[config.mk]
export PLATFORM = sky130hd
export DESIGN_NAME = bcc_core
export DESIGN_NICKNAME = d
export VERILOG_FILES = /design/src/design/bcc_pkg.sv /design/src/design/bcc_core.sv
export SDC_FILE = /design/constraint.sdc
export NUM_CORES = 1
export LEC_CHECK = 0
export BUFFER_PORTS_ARGS = -buffer_cell sky130_fd_sc_hd__buf_2
export CORE_MARGIN = 2
export CORE_UTILIZATION = 25
export CTS_CLUSTER_DIAMETER = 30
export CTS_CLUSTER_SIZE = 16
export DETAILED_ROUTE_END_ITERATION = 10
export GPL_ROUTABILITY_DRIVEN = 1
export PLACE_DENSITY_LB_ADDON = 0.12
export SLEW_MARGIN = 10
export SYNTH_ARGS = -nofsm -noshare
export SYNTH_HDL_FRONTEND = slang
export SYNTH_SLANG_ARGS = --single-unit
[constraint.sdc]
create_clock -name i_clk -period 3.4 [get_ports i_clk]
set_input_delay 0.17 -clock i_clk [delete_from_list [all_inputs] [get_ports i_clk]]
set_output_delay 0.17 -clock i_clk [all_outputs]
set_load 0.05 [all_outputs]
[src/design/bcc_pkg.sv]
// Shared types and constants for the basic computer control step block.
package bcc_pkg;

    localparam logic [2:0] ACT_TICK     = 3'd0;
    localparam logic [2:0] ACT_LOAD     = 3'd1;
    localparam logic [2:0] ACT_READ     = 3'd2;
    localparam logic [2:0] ACT_INPUT    = 3'd3;
    localparam logic [2:0] ACT_OUT_FREE = 3'd4;

    localparam logic [2:0] OP_AND    = 3'd0;
    localparam logic [2:0] OP_ADD    = 3'd1;
    localparam logic [2:0] OP_LDA    = 3'd2;
    localparam logic [2:0] OP_STA    = 3'd3;
    localparam logic [2:0] OP_BUN    = 3'd4;
    localparam logic [2:0] OP_BSA    = 3'd5;
    localparam logic [2:0] OP_ISZ    = 3'd6;
    localparam logic [2:0] OP_REG_IO = 3'd7;

    localparam logic [2:0] T0 = 3'd0;
    localparam logic [2:0] T1 = 3'd1;
    localparam logic [2:0] T2 = 3'd2;
    localparam logic [2:0] T3 = 3'd3;
    localparam logic [2:0] T4 = 3'd4;
    localparam logic [2:0] T5 = 3'd5;
    localparam logic [2:0] T6 = 3'd6;

    localparam logic [11:0] RR_HLT = 12'h001;
    localparam logic [11:0] RR_SZE = 12'h002;
    localparam logic [11:0] RR_SZA = 12'h004;
    localparam logic [11:0] RR_SNA = 12'h008;
    localparam logic [11:0] RR_SPA = 12'h010;
    localparam logic [11:0] RR_INC = 12'h020;
    localparam logic [11:0] RR_CIL = 12'h040;
    localparam logic [11:0] RR_CIR = 12'h080;
    localparam logic [11:0] RR_CME = 12'h100;
    localparam logic [11:0] RR_CMA = 12'h200;
    localparam logic [11:0] RR_CLE = 12'h400;
    localparam logic [11:0] RR_CLA = 12'h800;

    localparam logic [11:0] IO_IOF = 12'h040;
    localparam logic [11:0] IO_ION = 12'h080;
    localparam logic [11:0] IO_SKO = 12'h100;
    localparam logic [11:0] IO_SKI = 12'h200;
    localparam logic [11:0] IO_OUT = 12'h400;
    localparam logic [11:0] IO_INP = 12'h800;

    typedef struct packed {
        logic [2:0]  action;
        logic [11:0] mem_addr;
        logic [15:0] mem_data;
        logic [7:0]  in_char;
    } t_item;

    typedef struct packed {
        logic        halted;
        logic        out_valid;
        logic [7:0]  out_char;
        logic [15:0] read_data;
        logic [11:0] prog_counter;
        logic [15:0] accum;
        logic        extend_bit;
        logic        int_enable;
    } t_result;

    typedef struct packed {
        logic        wr_en;
        logic [11:0] addr;
        logic [15:0] data;
    } t_mem_wr;

    typedef struct packed {
        logic        rd_en;
        logic [11:0] rd_addr;
        logic        wr_en;
        logic [11:0] wr_addr;
        logic [15:0] wr_data;
    } t_mem_req;

endpackage

[src/design/bcc_core.sv]
// Architectural registers and one timing step of the computer per transaction.
module bcc_core (
    input  logic             i_clk,
    input  logic             i_rst_n,
    input  logic             i_fire,
    input  bcc_pkg::t_item   i_item,
    input  logic [15:0]      i_rd_data,
    output bcc_pkg::t_result o_result,
    output bcc_pkg::t_mem_wr o_mem_wr,
    output logic [11:0]      o_next_addr
);
    logic [11:0] r_addr, n_addr;
    logic [11:0] r_pc, n_pc;
    logic [15:0] r_dr, n_dr;
    logic [15:0] r_ac, n_ac;
    logic [15:0] r_ir, n_ir;
    logic [15:0] r_tr, n_tr;
    logic [7:0]  r_inpr, n_inpr;
    logic [2:0]  r_sc, n_sc;
    logic [2:0]  r_opc, n_opc;
    logic        r_s, n_s;
    logic        r_fgi, n_fgi;
    logic        r_fgo, n_fgo;
    logic        r_ien, n_ien;
    logic        r_r, n_r;
    logic        r_i, n_i;
    logic        r_e, n_e;

    logic        ov;
    logic [16:0] sum;
    bcc_pkg::t_mem_wr wr;

    assign sum = {1'b0, r_ac} + {1'b0, r_dr};

    always_comb begin
        n_addr = r_addr;
        n_pc   = r_pc;
        n_dr   = r_dr;
        n_ac   = r_ac;
        n_ir   = r_ir;
        n_tr   = r_tr;
        n_inpr = r_inpr;
        n_sc   = r_sc;
        n_opc  = r_opc;
        n_s    = r_s;
        n_fgi  = r_fgi;
        n_fgo  = r_fgo;
        n_ien  = r_ien;
        n_r    = r_r;
        n_i    = r_i;
        n_e    = r_e;
        ov     = 1'b0;
        wr     = '0;
        if (i_fire) begin
            case (i_item.action)
                bcc_pkg::ACT_TICK: begin
                    if (!r_s) begin
                        n_s = r_s;
                    end else if (r_r) begin
                        if (r_sc == bcc_pkg::T0) begin
                            n_addr = 12'd0;
                            n_tr   = {4'd0, r_pc};
                            n_sc   = bcc_pkg::T1;
                        end else if (r_sc == bcc_pkg::T1) begin
                            wr.wr_en = 1'b1;
                            wr.addr  = r_addr;
                            wr.data  = r_tr;
                            n_pc     = 12'd0;
                            n_sc     = bcc_pkg::T2;
                        end else begin
                            n_pc  = r_pc + 12'd1;
                            n_ien = 1'b0;
                            n_r   = 1'b0;
                            n_sc  = bcc_pkg::T0;
                        end
                    end else if (r_sc == bcc_pkg::T0) begin
                        n_addr = r_pc;
                        n_sc   = bcc_pkg::T1;
                    end else if (r_sc == bcc_pkg::T1) begin
                        n_ir = i_rd_data;
                        n_pc = r_pc + 12'd1;
                        n_sc = bcc_pkg::T2;
                    end else if (r_sc == bcc_pkg::T2) begin
                        n_addr = r_ir[11:0];
                        n_opc  = r_ir[14:12];
                        n_i    = r_ir[15];
                        n_sc   = bcc_pkg::T3;
                    end else begin
                        if (r_ien && (r_fgi || r_fgo)) begin
                            n_r = 1'b1;
                        end
                        if (r_opc == bcc_pkg::OP_REG_IO) begin
                            n_sc = bcc_pkg::T0;
                            if (r_i) begin
                                case (r_ir[11:0])
                                    bcc_pkg::IO_IOF: n_ien = 1'b0;
                                    bcc_pkg::IO_ION: n_ien = 1'b1;
                                    bcc_pkg::IO_SKO: if (r_fgo) n_pc = r_pc + 12'd1;
                                    bcc_pkg::IO_SKI: if (r_fgi) n_pc = r_pc + 12'd1;
                                    bcc_pkg::IO_OUT: begin
                                        ov    = 1'b1;
                                        n_fgo = 1'b0;
                                    end
                                    bcc_pkg::IO_INP: begin
                                        n_ac  = {r_ac[15:8], r_inpr};
                                        n_fgi = 1'b0;
                                    end
                                    default: n_sc = bcc_pkg::T0;
                                endcase
                            end else begin
                                case (r_ir[11:0])
                                    bcc_pkg::RR_HLT: n_s = 1'b0;
                                    bcc_pkg::RR_SZE: if (!r_e) n_pc = r_pc + 12'd1;
                                    bcc_pkg::RR_SZA: if (r_ac == 16'd0) n_pc = r_pc + 12'd1;
                                    bcc_pkg::RR_SNA: if (r_ac[15]) n_pc = r_pc + 12'd1;
                                    bcc_pkg::RR_SPA: if (!r_ac[15]) n_pc = r_pc + 12'd1;
                                    bcc_pkg::RR_INC: n_ac = r_ac + 16'd1;
                                    bcc_pkg::RR_CIL: begin
                                        n_e  = r_ac[15];
                                        n_ac = {r_ac[14:0], r_e};
                                    end
                                    bcc_pkg::RR_CIR: begin
                                        n_e  = r_ac[0];
                                        n_ac = {r_e, r_ac[15:1]};
                                    end
                                    bcc_pkg::RR_CME: n_e = !r_e;
                                    bcc_pkg::RR_CMA: n_ac = ~r_ac;
                                    bcc_pkg::RR_CLE: n_e = 1'b0;
                                    bcc_pkg::RR_CLA: n_ac = 16'd0;
                                    default: n_sc = bcc_pkg::T0;
                                endcase
                            end
                        end else if (r_sc == bcc_pkg::T3) begin
                            if (r_i) begin
                                n_addr = i_rd_data[11:0];
                            end
                            n_sc = bcc_pkg::T4;
                        end else begin
                            n_sc = bcc_pkg::T0;
                            case (r_opc)
                                bcc_pkg::OP_AND, bcc_pkg::OP_ADD, bcc_pkg::OP_LDA: begin
                                    if (r_sc == bcc_pkg::T4) begin
                                        n_dr = i_rd_data;
                                        n_sc = bcc_pkg::T5;
                                    end else if (r_sc == bcc_pkg::T5) begin
                                        if (r_opc == bcc_pkg::OP_AND) begin
                                            n_ac = r_ac & r_dr;
                                        end else if (r_opc == bcc_pkg::OP_LDA) begin
                                            n_ac = r_dr;
                                        end else begin
                                            n_e  = sum[16];
                                            n_ac = sum[15:0];
                                        end
                                    end
                                end
                                bcc_pkg::OP_STA: begin
                                    if (r_sc == bcc_pkg::T4) begin
                                        wr.wr_en = 1'b1;
                                        wr.addr  = r_addr;
                                        wr.data  = r_ac;
                                    end
                                end
                                bcc_pkg::OP_BUN: begin
                                    if (r_sc == bcc_pkg::T4) begin
                                        n_pc = r_addr;
                                    end
                                end
                                bcc_pkg::OP_BSA: begin
                                    if (r_sc == bcc_pkg::T4) begin
                                        wr.wr_en = 1'b1;
                                        wr.addr  = r_addr;
                                        wr.data  = {4'd0, r_pc};
                                        n_addr   = r_addr + 12'd1;
                                        n_sc     = bcc_pkg::T5;
                                    end else if (r_sc == bcc_pkg::T5) begin
                                        n_pc = r_addr;
                                    end
                                end
                                bcc_pkg::OP_ISZ: begin
                                    if (r_sc == bcc_pkg::T4) begin
                                        n_dr = i_rd_data;
                                        n_sc = bcc_pkg::T5;
                                    end else if (r_sc == bcc_pkg::T5) begin
                                        n_dr = r_dr + 16'd1;
                                        n_sc = bcc_pkg::T6;
                                    end else if (r_sc == bcc_pkg::T6) begin
                                        wr.wr_en = 1'b1;
                                        wr.addr  = r_addr;
                                        wr.data  = r_dr;
                                        if (r_dr == 16'd0) begin
                                            n_pc = r_pc + 12'd1;
                                        end
                                    end
                                end
                                default: n_sc = bcc_pkg::T0;
                            endcase
                        end
                    end
                end
                bcc_pkg::ACT_LOAD: begin
                    wr.wr_en = 1'b1;
                    wr.addr  = i_item.mem_addr;
                    wr.data  = i_item.mem_data;
                end
                bcc_pkg::ACT_INPUT: begin
                    n_inpr = i_item.in_char;
                    n_fgi  = 1'b1;
                end
                bcc_pkg::ACT_OUT_FREE: n_fgo = 1'b1;
                default: n_s = r_s;
            endcase
        end
    end

    always_ff @(posedge i_clk) begin
        if (!i_rst_n) begin
            r_addr <= '0;
            r_pc   <= '0;
            r_dr   <= '0;
            r_ac   <= '0;
            r_ir   <= '0;
            r_tr   <= '0;
            r_inpr <= '0;
            r_sc   <= bcc_pkg::T0;
            r_opc  <= '0;
            r_s    <= 1'b1;
            r_fgi  <= 1'b0;
            r_fgo  <= 1'b0;
            r_ien  <= 1'b0;
            r_r    <= 1'b0;
            r_i    <= 1'b0;
            r_e    <= 1'b0;
        end else begin
            r_addr <= n_addr;
            r_pc   <= n_pc;
            r_dr   <= n_dr;
            r_ac   <= n_ac;
            r_ir   <= n_ir;
            r_tr   <= n_tr;
            r_inpr <= n_inpr;
            r_sc   <= n_sc;
            r_opc  <= n_opc;
            r_s    <= n_s;
            r_fgi  <= n_fgi;
            r_fgo  <= n_fgo;
            r_ien  <= n_ien;
            r_r    <= n_r;
            r_i    <= n_i;
            r_e    <= n_e;
        end
    end

    always_comb begin
        o_result.halted       = !n_s;
        o_result.out_valid    = ov;
        o_result.out_char     = ov ? r_ac[7:0] : 8'd0;
        o_result.read_data    = (i_item.action == bcc_pkg::ACT_READ) ? i_rd_data : 16'd0;
        o_result.prog_counter = n_pc;
        o_result.accum        = n_ac;
        o_result.extend_bit   = n_e;
        o_result.int_enable   = n_ien;
    end

    assign o_mem_wr    = wr;
    assign o_next_addr = n_addr;

endmodule

==> reports/metrics.csv <==
metric,value,unit
"Cell Area, Synth",0.0109,mm2
post-synthesis simple-gate area fraction,0.308,
xor and xnor area share after synthesis,0.0152,
Syn Nets,1664,
Worst Setup Start Kind,register,
RSZ-0062 raised after global routing,yes,
top cell type by total area after synthesis,dfxtp_1,
fill count,4753,
post-route clock skew,0.0142,ns
nature of the critical path endpoint,primary output,
Setup Crit Path Kind,reg -> out,
Initial Util,0.254,
global-route wire length before repair,88300,um
Clock Pin Slew Worst Setup and Hold Paths,0.08,ns
gr ovfl total,0,
syn avg cell area,6.91,um2
area fraction of the dominant cell type after synthesis,0.192,
PortBufs,154,
CTS root buf,clkbuf_16,
largest family of logic cells by synthesized area,compound AO/OA/AOI/OAI gates,
fmax,299,MHz
Final Slew Violations,0,
Post-synth EDFFs,0,
crit share post-route,0.985,
Leakage,5.28,nW
Iteration-0 DRC Markers,1334,
share of flip-flops with an asynchronous set or reset,0,
CTS tree,built,
Die Wd,213,um
max_slew headroom,0.500,
gpl congestion,0.981,
drt first pass iters,6,
core area,0.0431,mm2
Final Hold Viols,0,
Synth Warn #,0,
vias in the first global route,12800,
setup_tns,0,ns
Commonest cells post-synth,"171 x nand2_1, 160 x a21oi_1, 138 x nor2_1",
maximum root-to-sink buffer count,2,
Synth Area in Adders,0.0281,
full die area,0.0454,mm2
status,"complete, no violations",
largest net degree at the start of global routing,42,
# nets final,1828,
row cnt,76,
R2R setup slack,0.62,ns
cells after synthesis,1582,
CP Max Fanout,7,
"Seq/Total Area, Yosys",0.192,
Vias,13800,
multiplexer share of the synthesized area,0.0333,
most common cell in the netlist,nand2_1,
pwr dens,208,mW/mm2
Num CTS Buffers,9,
share of cells above drive strength 1,0.238,
io pins,155,
clock sinks,105,
Crit path required time,3.23,ns
wire per inst,26.4,um
Max-Cap Viols,0,
Synth Flop Type,dfxtp_1,
initial antenna violation count,2,
Hold WC Path Type,in -> reg,
worst vdd ir,0.206,mV
total power,0.00284,W
Area growth syn-to-layout,24.7,%
crit path time final,3.35,ns
ANT nets after route,0,
die height,213,um
total wire length,61600,um
DR vias/cell,5.92,
CP arrival,3.18,ns
Synth Area in Compound Gates,0.355,
DP HPWL,47300,um
final instance area,0.0136,mm2
synthesized flop and latch total,105,
"top cells by area, synth","dfxtp_1 19%, a21oi_1 7.3%, nand2_1 5.9%",
measured slew at the worst slew-check pin,0.750,ns
placement-stage cell area,0.0131,mm2
Netlist cell types,96,
clk_lat worst skew,0.40,ns
Residual DRC,0,
GRT Util Overall,0.267,
final number of setup-violating endpoints,0,
# H-tree levels,3,
report_power, final:
| part | leakage, nW | internal [W] | switching [W] | total [W] |
|---|---|---|---|---|
| clock network | 0.159 | 0.000663 | 0.000587 | 0.00125 |
| logic | 4.26 | 0.000107 | 0.000225 | 0.000331 |
| registers | 0.853 | 0.00124 | 0.0000186 | 0.00125 |
| total | 5.28 | 0.00201 | 0.000831 | 0.00284 |
through the flow:
step	hold WS (ns)	worst slack (ns)	instances	util
after CTS	0.00277	0.0257	2331	0.313
after detailed placement	0.429	0.225	2315	0.304
after floorplan	0.292	0.146	1582	-
after global placement	0.415	0.137	2315	0.304
after global routing	0.0203	-0.0248	2335	0.316
final	0.0160	0.0516	2336	0.316
cells in the final DEF (no fill, tap or decap), drive strengths merged, types with 26 or more instances in the layout:
cell type,count
dfxtp,105
and3,27
buf,303
and2,52
nand2,172
a31oi,28
nand3,43
mux2i,33
nand2b,26
nor3,59
a22oi,43
inv,27
o21ai,98
nor4,33
a21oi,160
nor2,138
repair_timing:
action | 4_1_cts | 5_1_grt
gates resized for setup | 16 | 40
setup buffers | 0 | 4
pin swaps | 0 | 9
hold buffers | 1 | 0
setup endpoints to repair | 21 | 39
hold endpoints to repair | 1 | 0
per-layer routing:
| layer | part of all wire | GRT usage |
|---|---|---|
| met2 | 0.47 | 0.439 |
| met5 | 0 | 0 |
| met3 | 0.063 | 0.0322 |
| met4 | 0.038 | 0.117 |
| met1 | 0.43 | 0.350 |
flip-flops by register name, indices dropped and copies added (netlist names), 3 cells and up:
signal / cells
r_ir: 16
r_pc: 12
r_sc: 3
r_opc: 3
r_addr: 12
r_inpr: 8
r_dr: 16
r_ac: 16
r_tr: 12
path summary, 6_finish.rpt:
path,from,endpoint,cells past startpoint
max,r_pc[3]$_SDFF_PN0_,o_result[29],8
min,i_item[6],r_inpr[6]$_SDFFE_PN0P_,3
max reg2reg,r_opc[1]$_SDFFE_PN0P_,r_e$_SDFF_PN0_,8
min reg2reg,r_ir[15]$_SDFFE_PN0P_,r_ir[15]$_SDFFE_PN0P_,2
critical path: stages, from the launching register on:
cell     delay, ns
dfxtp_1       0.65
nand4_1       0.36
nor3_1        0.35
nand3_1       0.29
a21o_1        0.25
a221o_1       0.29
a21oi_1       0.19
nand3_1       0.19
buf_12        0.20
logic make-up (layout without fill, tap and decap cells):
kind of cell / Yosys count / count (layout)
muxes: 36 / 36
DFF: 105 / 105
adders and majority gates: 24 / 24
buffers and inverters: 180 / 348
xor gates and xnor gates: 19 / 19
other: 0 / 1
AOI/OAI and AO/OA: 568 / 568
and+or+nand+nor: 650 / 650
cell type report:
| type | instances | area [um2] | area share |
|---|---|---|---|
| Multi-Input combinational cell | 1297 | 8270 | 0.606 |
| Sequential cell | 105 | 2120 | 0.155 |
| Timing Repair Buffer | 307 | 2100 | 0.154 |
| Tap cell | 585 | 732 | 0.0537 |
| Clock buffer | 10 | 239 | 0.0175 |
| Inverter | 26 | 97.6 | 0.00716 |
| Clock inverter | 5 | 78.8 | 0.00578 |
| Antenna cell | 1 | 2.50 | 0.000184 |
Power figures use the tool's default switching activity.
